**config.mk**
```make
export PLATFORM = sky130hd
export DESIGN_NAME = control_report_change_decoder_top
export DESIGN_NICKNAME = d
export VERILOG_FILES = /design/src/crcd_pkg.sv /design/src/crcd_enc_lane.sv /design/src/crcd_merge.sv /design/src/control_report_change_decoder_top.sv
export SDC_FILE = /design/constraint.sdc
export NUM_CORES = 1
export LEC_CHECK = 0
export BUFFER_PORTS_ARGS = -buffer_cell sky130_fd_sc_hd__buf_2
export CORE_MARGIN = 5
export CORE_UTILIZATION = 43
export CTS_CLUSTER_SIZE = 12
export DETAILED_ROUTE_END_ITERATION = 8
export PLACE_DENSITY = 0.6
export SLEW_MARGIN = 20
export SYNTH_ARGS = -nofsm -noshare
export SYNTH_HDL_FRONTEND = slang
export SYNTH_SLANG_ARGS = --single-unit
```
**constraint.sdc**
```tcl
create_clock -name clock -period 6.85 [get_ports clock]
set_input_delay 0.685 -clock clock [delete_from_list [all_inputs] [get_ports clock]]
set_output_delay 0.685 -clock clock [all_outputs]
set_load 0.005 [all_outputs]
```
**src/crcd_pkg.sv**
```systemverilog
// Shared types and constants for the control report change decoder.
`default_nettype none
package crcd_pkg;

   localparam int BUTTON_BITS_DEF  = 32;
   localparam int MAX_ENCODERS     = 8;
   localparam int NUM_ENCODERS_DEF = MAX_ENCODERS;

   localparam int MAP_W         = 32;
   localparam int MAIN_W        = 8;
   localparam int ENC_W         = 16;
   localparam int REQ_TDATA_W   = 168;
   localparam int RSP_TDATA_W   = 8;
   localparam int EVENT_BUTTONS = 24;
   localparam int SHIFT_BIT     = 16;

   // button slots first, then main encoder, then encoders 1..8
   localparam int NUM_SLOTS  = EVENT_BUTTONS + MAX_ENCODERS + 1;
   localparam int SLOT_IDX_W = $clog2(NUM_SLOTS);
   localparam int EV_IDX_W   = 5;

   localparam logic [MAIN_W-1:0] MAIN_WRAP_TOP = 8'h0f;
   localparam logic [MAIN_W-1:0] MAIN_WRAP_BOT = 8'h00;
   localparam logic [3:0]        ENC_WRAP_TOP  = 4'd3;
   localparam logic [3:0]        ENC_WRAP_BOT  = 4'd0;

   localparam logic KIND_BUTTON  = 1'b0;
   localparam logic KIND_ENCODER = 1'b1;

   typedef struct packed {
      logic [NUM_SLOTS-1:0] valid;
      logic [NUM_SLOTS-1:0] up;
      logic                 shift;
   } crcd_load_type;

endpackage
`default_nettype wire

```
**src/crcd_enc_lane.sv**
```systemverilog
// One encoder lane: keeps the last position and judges the direction of a change.
`default_nettype none
module crcd_enc_lane
   import crcd_pkg::*;
#(
   parameter bit IS_MAIN = 1'b0,
   parameter int W       = ENC_W
) (
   input  wire logic         clock,
   input  wire logic         reset,
   input  wire logic         load,
   input  wire logic [W-1:0] cur,
   output logic              changed,
   output logic              up
);

   logic [W-1:0] prev_ff, prev_in;
   logic [15:0]  p16, c16;
   logic         wrap_up, wrap_down;

   assign p16 = 16'(prev_ff);
   assign c16 = 16'(cur);

   always_comb begin
      if (IS_MAIN) begin
         wrap_up   = (p16[7:0] == MAIN_WRAP_TOP) && (c16 == 16'(MAIN_WRAP_BOT));
         wrap_down = (p16[7:0] == MAIN_WRAP_BOT) && (c16 == 16'(MAIN_WRAP_TOP));
      end else begin
         // old nibble of the high byte against the whole new high byte
         wrap_up   = (p16[11:8] == ENC_WRAP_TOP) && (c16[15:8] == 8'(ENC_WRAP_BOT));
         wrap_down = (p16[11:8] == ENC_WRAP_BOT) && (c16[15:8] == 8'(ENC_WRAP_TOP));
      end
   end

   assign changed = (cur != prev_ff);
   assign up      = ((p16 < c16) || wrap_up) && !wrap_down;
   assign prev_in = load ? cur : prev_ff;

   always_ff @(posedge clock) begin
      if (reset) begin
         prev_ff <= '0;
      end else begin
         prev_ff <= prev_in;
      end
   end

endmodule
`default_nettype wire

```
**src/crcd_merge.sv**
```systemverilog
// Merge stage: emits the pending events of all lanes lowest slot first.
`default_nettype none
module crcd_merge
   import crcd_pkg::*;
(
   input  wire logic                   clock,
   input  wire logic                   reset,
   input  wire logic                   load_valid,
   input  wire crcd_load_type          load,
   output logic                        busy,
   output logic                        rsp_tvalid,
   input  wire logic                   rsp_tready,
   output logic [RSP_TDATA_W-1:0]      rsp_tdata,
   output logic                        rsp_tuser,
   output logic                        rsp_tlast
);

   logic [NUM_SLOTS-1:0]  pend_ff, pend_in;
   logic [NUM_SLOTS-1:0]  up_ff, up_in;
   logic                  shift_ff, shift_in;
   logic                  vld_ff, vld_in;
   logic                  kind_ff, kind_in;
   logic [EV_IDX_W-1:0]   idx_ff, idx_in;
   logic                  dir_ff, dir_in;
   logic                  sh_ff, sh_in;
   logic                  last_ff, last_in;

   logic [NUM_SLOTS-1:0]  lowest;
   logic [SLOT_IDX_W-1:0] slot;
   logic                  advance;

   assign busy    = |pend_ff;
   assign advance = busy && (!vld_ff || rsp_tready);
   assign lowest  = pend_ff & (~pend_ff + NUM_SLOTS'(1));

   always_comb begin
      slot = '0;
      for (int i = 0; i < NUM_SLOTS; i++) begin
         if (lowest[i]) begin
            slot = slot | SLOT_IDX_W'(i);
         end
      end
   end

   always_comb begin
      pend_in  = pend_ff;
      up_in    = up_ff;
      shift_in = shift_ff;
      vld_in   = vld_ff && !rsp_tready;
      kind_in  = kind_ff;
      idx_in   = idx_ff;
      dir_in   = dir_ff;
      sh_in    = sh_ff;
      last_in  = last_ff;
      if (load_valid) begin
         pend_in  = load.valid;
         up_in    = load.up;
         shift_in = load.shift;
      end else if (advance) begin
         pend_in = pend_ff & ~lowest;
      end
      if (advance) begin
         vld_in = 1'b1;
         if (slot < SLOT_IDX_W'(EVENT_BUTTONS)) begin
            kind_in = KIND_BUTTON;
            idx_in  = EV_IDX_W'(slot);
         end else begin
            kind_in = KIND_ENCODER;
            idx_in  = EV_IDX_W'(slot - SLOT_IDX_W'(EVENT_BUTTONS));
         end
         dir_in  = |(lowest & up_ff);
         sh_in   = shift_ff;
         last_in = ((pend_ff & ~lowest) == '0);
      end
   end

   always_ff @(posedge clock) begin
      if (reset) begin
         pend_ff <= '0;
         vld_ff  <= 1'b0;
      end else begin
         pend_ff <= pend_in;
         vld_ff  <= vld_in;
      end
      up_ff    <= up_in;
      shift_ff <= shift_in;
      kind_ff  <= kind_in;
      idx_ff   <= idx_in;
      dir_ff   <= dir_in;
      sh_ff    <= sh_in;
      last_ff  <= last_in;
   end

   assign rsp_tvalid = vld_ff;
   assign rsp_tuser  = kind_ff;
   assign rsp_tlast  = last_ff;
   assign rsp_tdata  = RSP_TDATA_W'({sh_ff, dir_ff, idx_ff});

   a_load_idle: assert property (@(posedge clock) disable iff (reset)
      load_valid |-> !busy) else $error("report loaded while events pending");

   a_one_per_step: assert property (@(posedge clock) disable iff (reset)
      advance |=> $countones(pend_ff) == $past($countones(pend_ff)) - 1)
      else $error("pending set did not lose exactly one event");

   a_last_empties: assert property (@(posedge clock) disable iff (reset)
      (advance && last_in) |=> !busy) else $error("last event with events left");

   a_lowest_single: assert property (@(posedge clock) disable iff (reset)
      $onehot0(lowest)) else $error("slot pick not one-hot");

endmodule
`default_nettype wire

```
**src/control_report_change_decoder_top.sv**
```systemverilog
// Top level of the control report change decoder: button and encoder lanes feeding the merge.
// A report is taken when no events of the previous one are pending; the lanes compare it
// with the kept state in the accept cycle and the merge stage holds the resulting events.
// Events pass from the pending set into the output register, one per cycle while not stalled.
// A report gives at most 32 events.
// A report with no change gives no event.
// Reset clears the kept buttons and encoder positions and drops any pending events.
`default_nettype none
module control_report_change_decoder_top
   import crcd_pkg::*;
#(
   parameter int BUTTON_BITS  = BUTTON_BITS_DEF,
   parameter int NUM_ENCODERS = NUM_ENCODERS_DEF
) (
   input  wire logic                   clock,
   input  wire logic                   reset,
   input  wire logic                   req_tvalid,
   output logic                        req_tready,
   // button_bits[31:0], main_encoder[39:32], touch_encoder_1..8 16 bits each from bit 40
   input  wire logic [REQ_TDATA_W-1:0] req_tdata,
   output logic                        rsp_tvalid,
   input  wire logic                   rsp_tready,
   // event_index[4:0], pressed_or_up[5], shift_held[6], zero[7]
   output logic [RSP_TDATA_W-1:0]      rsp_tdata,
   // event_kind[0]
   output logic                        rsp_tuser,
   output logic                        rsp_tlast
);

   logic                   accept;
   logic                   busy;
   logic [BUTTON_BITS-1:0] map_w;
   logic [BUTTON_BITS-1:0] prev_buttons_ff, prev_buttons_in;
   crcd_load_type          load;

   assign req_tready = !busy;
   assign accept     = req_tvalid && req_tready;

   for (genvar g = 0; g < BUTTON_BITS; g++) begin : g_map
      if (g < MAP_W) begin : g_in
         assign map_w[g] = req_tdata[g];
      end else begin : g_zero
         assign map_w[g] = 1'b0;
      end
   end

   assign prev_buttons_in = accept ? map_w : prev_buttons_ff;

   always_ff @(posedge clock) begin
      if (reset) begin
         prev_buttons_ff <= '0;
      end else begin
         prev_buttons_ff <= prev_buttons_in;
      end
   end

   // button lanes; shift and unused bits never raise an event
   for (genvar b = 0; b < EVENT_BUTTONS; b++) begin : g_btn
      if (b < BUTTON_BITS && b != SHIFT_BIT) begin : g_on
         assign load.valid[b] = map_w[b] ^ prev_buttons_ff[b];
         assign load.up[b]    = map_w[b];
      end else begin : g_off
         assign load.valid[b] = 1'b0;
         assign load.up[b]    = 1'b0;
      end
   end

   crcd_enc_lane #(
      .IS_MAIN (1'b1),
      .W       (MAIN_W)
   ) u_main_lane (
      .clock   (clock),
      .reset   (reset),
      .load    (accept),
      .cur     (req_tdata[MAP_W +: MAIN_W]),
      .changed (load.valid[EVENT_BUTTONS]),
      .up      (load.up[EVENT_BUTTONS])
   );

   for (genvar e = 0; e < MAX_ENCODERS; e++) begin : g_enc
      if (e < NUM_ENCODERS) begin : g_on
         crcd_enc_lane #(
            .IS_MAIN (1'b0),
            .W       (ENC_W)
         ) u_lane (
            .clock   (clock),
            .reset   (reset),
            .load    (accept),
            .cur     (req_tdata[MAP_W + MAIN_W + e*ENC_W +: ENC_W]),
            .changed (load.valid[EVENT_BUTTONS + 1 + e]),
            .up      (load.up[EVENT_BUTTONS + 1 + e])
         );
      end else begin : g_off
         assign load.valid[EVENT_BUTTONS + 1 + e] = 1'b0;
         assign load.up[EVENT_BUTTONS + 1 + e]    = 1'b0;
      end
   end

   assign load.shift = req_tdata[SHIFT_BIT];

   crcd_merge u_merge (
      .clock      (clock),
      .reset      (reset),
      .load_valid (accept),
      .load       (load),
      .busy       (busy),
      .rsp_tvalid (rsp_tvalid),
      .rsp_tready (rsp_tready),
      .rsp_tdata  (rsp_tdata),
      .rsp_tuser  (rsp_tuser),
      .rsp_tlast  (rsp_tlast)
   );

endmodule
`default_nettype wire
```
==> impl_metrics.tcl, run 1 <==
set metrics [dict create \
    status "complete, no violations" \
    power_mw 8.489 \
    crit_required_ps 7300 \
    cts_inserted_buffers 28 \
    power.switching_fraction_pct 48.25 \
    cts_hold_repair.buffers 0 \
    remaining_drc_errors 0 \
    drv_slew 0 \
    detail_route.wirelength_mm 34.23 \
    setup_slack_ps 2726 \
    grt_pass1_wl_mm 56.78 \
    cp_slowest_stage_delay_ps 750 \
    rr_worst_depth 7 \
    crit_fanout 63 \
    antenna_cells 0 \
    whs_path_depth 1 \
    vias 11759 \
    synthFlopType "sky130_fd_sc_hd__dfxtp_1" \
    finalClockSkew_ps 20.18 \
    nNetsFinal 2093 \
    clkSlewWorstSetupHoldPaths_ps 60 \
    post_place_setup_slack_ps 2617 \
    report.final.setup_viol 0 \
    setup.worst_path.class "reg2reg" \
    switchingPower_mw 4.096 \
    synth_enable_flop_cells 42 \
    ys_types 63 \
    grt_setup_unrepaired "no" \
    rrSetupSlack_ps 2730 \
    total_count_of_hold_check_failures_in_the_final_report 0 \
    row_cnt 64 \
    grt_pass1_vias 11502 \
    top_level_ports 184 \
    timing.fmax_mhz 242.5 \
    h-tree-depth 1 \
    timing_worst_slew_pin_value_ps 946.5 \
    floorplan.core_area_um2 30510 \
    cell_with_the_largest_stage_delay_on_the_worst_path "sky130_fd_sc_hd__and3_4" \
    relSlewSlack_pct 36.90 \
    syn_nets 1966 \
    drive_above_1_share_pct 13.12 \
    viasPerCell 5.338 \
    timing.hold.worst_endpoint "u_merge.shift_ff$_DFFE_PP_" \
    syn-mean-instance-area_um2 7.984 \
    ys_seq_elements 235 \
    worstReg2RegEnd "u_merge.pend_ff[29]$_SDFFE_PP0P_" \
    grt_max_degree 119 \
    cp_common_cell "sky130_fd_sc_hd__nor4_4" \
    power_density_nw_per_um2 558.1 \
    endpoint_kind "flop" \
    grt_total_ovfl 0 \
    cts.path.max_buffers 3 \
    synth.yosys.seq_area_share_pct 38.71 \
    drt_iter0_drc 703 \
    postRouteAntennaNets 0 \
    number_of_antenna_violations_at_the_first_check_in_global_routing 5 \
    postCtsResizedCells 0 \
    die_width_um 185.5 \
    power.static_leakage_nw 6.619 \
    final.setup.tns_ps 0 \
    die_outline_area_um2 34390 \
    avgRoutedWirePerCell_um 15.54 \
    ctsRootBufferMaster "sky130_fd_sc_hd__clkbuf_16" \
    worst_hold_slack_ps 322.1 \
    area_growth_pct 14.90 \
    detailedRoute.firstPassIterationCount 5 \
    power_frac_clock_pct 17.1 \
    worst_r2r_startpoint "u_merge.pend_ff[0]$_SDFFE_PP0P_" \
    postCtsSetupBuffers 0 \
    ff_latch_area_um2 5125 \
    ys_async_sr_fraction_pct 0 \
    cts_sinks 235 \
    place.gp.congestion 0.9447 \
    final_core_util_pct 49.85 \
    clk_latency_ps 540 \
    hold_path_class "in2reg" \
    die_y_um 185.5 \
    hpwl_after_detailed_placement_mm 24.30 \
    layout_commonest_cell "sky130_fd_sc_hd__nand2_1" \
    cellInternalPower_mw 4.393 \
    io_buffers 174 \
    critPathArrivalTime_ps 4580 \
    layout.cells.most_common_list "sky130_fd_sc_hd__nand2_1 (394), sky130_fd_sc_hd__a21oi_1 (224), sky130_fd_sc_hd__dfxtp_1 (193), sky130_fd_sc_hd__buf_2 (173), sky130_fd_sc_hd__inv_1 (147)" \
    cts_tree "done" \
    multi_input_comb_area_um2 7188 \
    groute.usage.overall_pct 19.70 \
    initial_utilization_pct 43.39 \
    maxCapViolations 0 \
    start_kind "flop" \
    hold_wc_startpoint "req_tdata[16]" \
    comb_power_share_pct 54.9 \
    layout_min_cycle_time_ps 4124 \
    ir_worst_vdd_mv 0.3489 \
    post-route-period-util_pct 60.21 \
    critical_path.cell_chain "nor4_4 -> nand4_1 -> nor4_4 -> and3_4 -> buf_4 -> o41ai_1 -> a21oi_1" \
    synthesis.yosys.warnings 0 \
    synthesis.area_um2 13240 \
    p_seq_share_pct 28.0 \
    netlist_instances 1658 \
    n_fill_cell 3018 \
]
## logic make-up after synthesis
family | count (synthesis) | share of synthesized area [%]
xor gates and xnor gates | 23 | 1.522
DFF | 235 | 38.71
muxes | 1 | 0.07562
other | 1 | 0.02833
AOI/OAI and AO/OA | 413 | 18.45
adders and majority gates | 141 | 13.23
buffers and inverters | 233 | 7.127
and+or+nand+nor | 611 | 20.85
## metal layers
metal,global-route usage (%),routed length (µm),up-vias
met4,3.376,541,8
met3,3.909,2032,42
li1,-,-,6023
met5,0,58,-
met1,26.49,15820,5447
met2,33.43,15770,239
## state kept, by name (all words and copies together), names as in the netlist
signal                 count
prev_buttons_ff           23
u_merge.rsp_tvalid         1
u_merge.rsp_tuser          1
u_main_lane.prev_ff        8
g_enc.g_on.u_lane.p16    128
u_merge.sh_ff              1
u_merge.shift_ff           1
u_merge.dir_ff             1
u_merge.idx_ff             5
u_merge.pend_ff           33
u_merge.rsp_tlast          1
u_merge.up_ff             32
## critical path: cells and delay by family (launching register included)
kind / cells / cell delay, ps
AOI/OAI and AO/OA: 2 / 430
buffers and inverters: 1 / 470
DFF: 1 / 450
and+or+nand+nor: 4 / 2670
## per-stage QoR
step | instance area, µm² | instances
6_report | 15210 | 2203
5_1_grt | 15210 | 2203
2_1_floorplan | 13240 | 1658
4_1_cts | 15210 | 2203
3_3_place_gp | 14300 | 2151
3_5_place_dp | 14300 | 2151
## worst max path at each step
| stage | cells past startpoint | slack [ps] | endpoint | from |
|---|---|---|---|---|
| 3_3_place_gp | 7 | 2610 | g_enc[0].g_on.u_lane.p16[9]$_SDFFE_PP0P_ | u_merge.pend_ff[0]$_SDFFE_PP0P_ |
| 3_5_place_dp | 7 | 2620 | g_enc[0].g_on.u_lane.p16[13]$_SDFFE_PP0P_ | u_merge.pend_ff[0]$_SDFFE_PP0P_ |
| 4_1_cts | 7 | 2590 | g_enc[2].g_on.u_lane.p16[1]$_SDFFE_PP0P_ | u_merge.pend_ff[0]$_SDFFE_PP0P_ |
| 6_report | 7 | 2730 | u_merge.pend_ff[29]$_SDFFE_PP0P_ | u_merge.pend_ff[0]$_SDFFE_PP0P_ |
| 2_1_floorplan | 9 | 3560 | u_merge.pend_ff[24]$_SDFFE_PP0P_ | u_merge.pend_ff[13]$_SDFFE_PP0P_ |
| 5_1_grt | 7 | 2420 | g_enc[1].g_on.u_lane.p16[9]$_SDFFE_PP0P_ | u_merge.pend_ff[0]$_SDFFE_PP0P_ |
## power groups by stage
stage	clock, mW	combinational (mW)	sequential (mW)
detailed placement	0	4.66	2.40
CTS	1.51	4.68	2.38
floorplan	0	3.52	2.24
global route	1.56	5.25	2.44
global placement	0	4.65	2.39
finish	1.45	4.66	2.38
## cell type report
cell class | instances | share of cell area, %
timing repair buffer | 182 | 6.186
clock inverter | 15 | 0.7815
sequential | 235 | 33.70
inverter | 148 | 3.653
tap | 396 | 3.258
clock buffer | 37 | 5.166
multi-input combinational | 1190 | 47.26
## synthesized netlist by cell type, types with 8 or more instances
library cell / n / area, µm²
sky130_fd_sc_hd__xor2_1: 23 / 201.4
sky130_fd_sc_hd__nor2b_1: 14 / 87.58
sky130_fd_sc_hd__nor3_1: 18 / 90.09
sky130_fd_sc_hd__nand2_1: 394 / 1479
sky130_fd_sc_hd__nor4_1: 28 / 175.2
sky130_fd_sc_hd__o21a_1: 19 / 142.6
sky130_fd_sc_hd__inv_1: 147 / 551.8
sky130_fd_sc_hd__ha_1: 136 / 1702
sky130_fd_sc_hd__dfxtp_1: 193 / 3864
sky130_fd_sc_hd__o211ai_1: 11 / 82.58
sky130_fd_sc_hd__buf_4: 8 / 60.06
sky130_fd_sc_hd__nor2_1: 47 / 176.4
sky130_fd_sc_hd__nand4_1: 30 / 187.7
sky130_fd_sc_hd__nand3_1: 30 / 150.1
sky130_fd_sc_hd__a31oi_1: 11 / 68.82
sky130_fd_sc_hd__edfxtp_1: 42 / 1261
sky130_fd_sc_hd__a21o_1: 17 / 127.6
sky130_fd_sc_hd__clkbuf_1: 56 / 210.2
sky130_fd_sc_hd__o41ai_1: 9 / 78.83
sky130_fd_sc_hd__o21ai_0: 53 / 265.3
sky130_fd_sc_hd__o31ai_1: 11 / 82.58
sky130_fd_sc_hd__a21oi_1: 224 / 1121
sky130_fd_sc_hd__buf_2: 19 / 95.09
No activity file was read; power rests on OpenSTA's default activity.
==> run 2, diff against run 1 <==
- ABC_AREA: default -> 1
- PLACE_DENSITY: 0.6 -> 0.62
- clock period: 6.85 -> 3.7 ns (I/O delays scaled with it)
==> run 2 against run 1 <==
Maximum frequency grew 48%. Area after synthesis shrank 0.21%. Non-clock buffer count grew 6. Worst setup slack lost 1800 ps. Clock power grew 97%. Via count grew 2.0%. Largest power group unchanged.
==> impl_metrics.tcl, run 2 <==
set metrics [dict create \
    setup.worst_path.class "reg2reg" \
    worstReg2RegEnd "u_merge.up_ff[13]$_DFFE_PP_" \
    area_growth_pct 16.39 \
    netlist_instances 1719 \
    rrSetupSlack_ps 910 \
    grt_pass1_vias 11519 \
    drive_above_1_share_pct 13.22 \
    h-tree-depth 1 \
    layout_commonest_cell "sky130_fd_sc_hd__a21oi_1" \
    worst_r2r_startpoint "u_merge.pend_ff[2]$_SDFFE_PP0P_" \
    post-route-period-util_pct 75.27 \
    top_level_ports 184 \
    rr_worst_depth 8 \
    synthFlopType "sky130_fd_sc_hd__dfxtp_1" \
    post-synth-top-count-cell "sky130_fd_sc_hd__a21oi_1" \
    p_seq_share_pct 35.7 \
    power.static_leakage_nw 7.276 \
    cts_inserted_buffers 28 \
    largest_reg_flops 128 \
    crit_required_ps 3900 \
    switchingPower_mw 4.386 \
    cellInternalPower_mw 6.757 \
    synth.yosys.seq_area_share_pct 38.80 \
    clk_latency_ps 550 \
    layout.cells.most_common_list "sky130_fd_sc_hd__a21oi_1 (264), sky130_fd_sc_hd__nand2_1 (243), sky130_fd_sc_hd__inv_1 (219), sky130_fd_sc_hd__o21ai_0 (205), sky130_fd_sc_hd__dfxtp_1 (193)" \
    avgRoutedWirePerCell_um 15.12 \
    report.final.setup_viol 0 \
    crit_fanout 82 \
    grt_max_degree 91 \
    nNetsFinal 2177 \
    initial_utilization_pct 43.41 \
    cts_tree "done" \
    timing_worst_slew_pin_value_ps 697.8 \
    ys_async_sr_fraction_pct 0 \
    syn-mean-instance-area_um2 7.685 \
    endpoint_kind "flop" \
    viasPerCell 5.235 \
    ys_seq_elements 235 \
    detailedRoute.firstPassIterationCount 5 \
    whs_path_depth 1 \
    number_of_antenna_violations_at_the_first_check_in_global_routing 9 \
    relSlewSlack_pct 53.12 \
    vias 11994 \
    post_synth_main_area_contributors "sky130_fd_sc_hd__dfxtp_1 (29%), sky130_fd_sc_hd__ha_1 (13%), sky130_fd_sc_hd__a21oi_1 (10%)" \
    grt_total_ovfl 0 \
    place.gp.congestion 0.9023 \
    hold_wc_startpoint "req_tdata[2]" \
    timing.fmax_mhz 359.0 \
    grt_setup_unrepaired "no" \
    die_outline_area_um2 34330 \
    numPlacedInstances 2234 \
    hold_path_class "in2reg" \
    die_width_um 185.3 \
    postCtsSetupBuffers 0 \
    start_kind "flop" \
    hpwl_after_detailed_placement_mm 25.88 \
    timing.hold.worst_endpoint "u_merge.up_ff[2]$_DFFE_PP_" \
    postCtsResizedCells 0 \
    row_cnt 64 \
    final.setup.tns_ps 0 \
    detail_route.wirelength_mm 34.64 \
    synthesis.area_um2 13210 \
    cts.path.max_buffers 3 \
    ir_worst_vdd_mv 0.4688 \
    drv_slew 0 \
    critPathArrivalTime_ps 2990 \
    drt_iter0_drc 668 \
    synthTopCellsByCount "sky130_fd_sc_hd__a21oi_1 (264), sky130_fd_sc_hd__nand2_1 (243), sky130_fd_sc_hd__inv_1 (219), sky130_fd_sc_hd__o21ai_0 (205), sky130_fd_sc_hd__dfxtp_1 (193)" \
    comb_power_share_pct 38.6 \
    synthDominantAreaCellType "sky130_fd_sc_hd__dfxtp_1" \
    power_density_nw_per_um2 724.8 \
    synthesis.yosys.warnings 0 \
    maxCapViolations 0 \
    syn_nets 2027 \
    grt_pass1_wl_mm 56.13 \
    ys_types 43 \
    floorplan.core_area_um2 30430 \
    total_count_of_hold_check_failures_in_the_final_report 0 \
    cts_sinks 235 \
    die_y_um 185.3 \
    postRouteAntennaNets 0 \
    power.switching_fraction_pct 39.36 \
    cts_hold_repair.buffers 1 \
    synth_largest_type_area_fraction_pct 29.25 \
    io_buffers 174 \
    synth_enable_flop_cells 42 \
    clkSlewWorstSetupHoldPaths_ps 60 \
    remaining_drc_errors 0 \
    finalClockSkew_ps 22.73 \
    status "complete, no violations" \
    finalNonFillerCells 2291 \
    ctsRootBufferMaster "sky130_fd_sc_hd__clkbuf_16" \
    groute.usage.overall_pct 19.68 \
    layout_min_cycle_time_ps 2785 \
    power_frac_clock_pct 25.7 \
]
run 2: worst max-delay path by stage:
stage                                     from                              end  slack [ps]  cells after the start
2_1_floorplan  u_merge.pend_ff[6]$_SDFFE_PP0P_       u_merge.shift_ff$_DFFE_PP_        1450                      9
3_3_place_gp   u_merge.pend_ff[6]$_SDFFE_PP0P_      u_merge.up_ff[14]$_DFFE_PP_        1000                      8
3_5_place_dp   u_merge.pend_ff[0]$_SDFFE_PP0P_      u_merge.up_ff[14]$_DFFE_PP_         950                      8
4_1_cts        u_merge.pend_ff[0]$_SDFFE_PP0P_      u_merge.up_ff[14]$_DFFE_PP_         940                      8
5_1_grt        u_merge.pend_ff[0]$_SDFFE_PP0P_  prev_buttons_ff[8]$_SDFFE_PP0P_         670                     10
6_report       u_merge.pend_ff[2]$_SDFFE_PP0P_      u_merge.up_ff[13]$_DFFE_PP_         910                      8
run 2: logic make-up after synthesis:
family                   synth area share (%)
adder cells (fa/ha/maj)                 12.88
XOR/XNOR                                1.525
other                                 0.02839
AO/OA/AOI/OAI                           19.59
flip-flops                              38.80
buffers and inverters                   8.979
AND/OR/NAND/NOR                         18.20
run 2: cell type report:
type | instances | area [µm²]
inverter | 222 | 843.3
tap | 396 | 495.5
antenna | 4 | 10.01
multi-input combinational | 1194 | 6899
timing repair buffer | 188 | 1028
fill | 3003 | 15050
sequential | 235 | 5125
clock inverter | 18 | 200.2
clock buffer | 34 | 773.2
run 2: power by group through the flow:
stage	Combinational [mW]	Clock, mW	Sequential [mW]
3_3_place_gp	4.20	0	4.00
2_1_floorplan	3.23	0	3.89
6_report	4.30	2.86	3.98
4_1_cts	4.32	2.94	3.98
3_5_place_dp	4.29	0	4.02
5_1_grt	4.96	3.04	4.08
run 2: through the flow:
step | hold slack [ps] | utilization (%) | power [mW] | instance area [µm²] | worst slack, ps
detailed placement | 416.8 | 47.26 | 8.310 | 14380 | 953.5
finish | 34.80 | 50.53 | 11.14 | 15370 | 914.9
global placement | 410.8 | 47.26 | 8.203 | 14380 | 995.5
CTS | 3.767 | 50.49 | 11.24 | 15360 | 939.7
floorplan | 400.3 | - | 7.129 | 13210 | 1454
global route | 3.522 | 50.52 | 12.09 | 15370 | 671.8
run 2: metal layers:
layer	vias to the layer above	share of wire, %	GRT usage, %
li1	6205	-	-
met1	5459	45	25.85
met2	263	47	32.91
met3	57	5.6	4.301
met4	10	2.3	5.197
met5	-	0.22	0
run 2: critical path, stage by stage, from the launching register on:
cell	delay, ps
sky130_fd_sc_hd__dfxtp_1	350
sky130_fd_sc_hd__nor2_2	250
sky130_fd_sc_hd__nand2_4	120
sky130_fd_sc_hd__nor2_8	220
sky130_fd_sc_hd__nand2_2	110
sky130_fd_sc_hd__nor2_4	210
sky130_fd_sc_hd__nand3_4	290
sky130_fd_sc_hd__inv_8	410
sky130_fd_sc_hd__buf_4	410
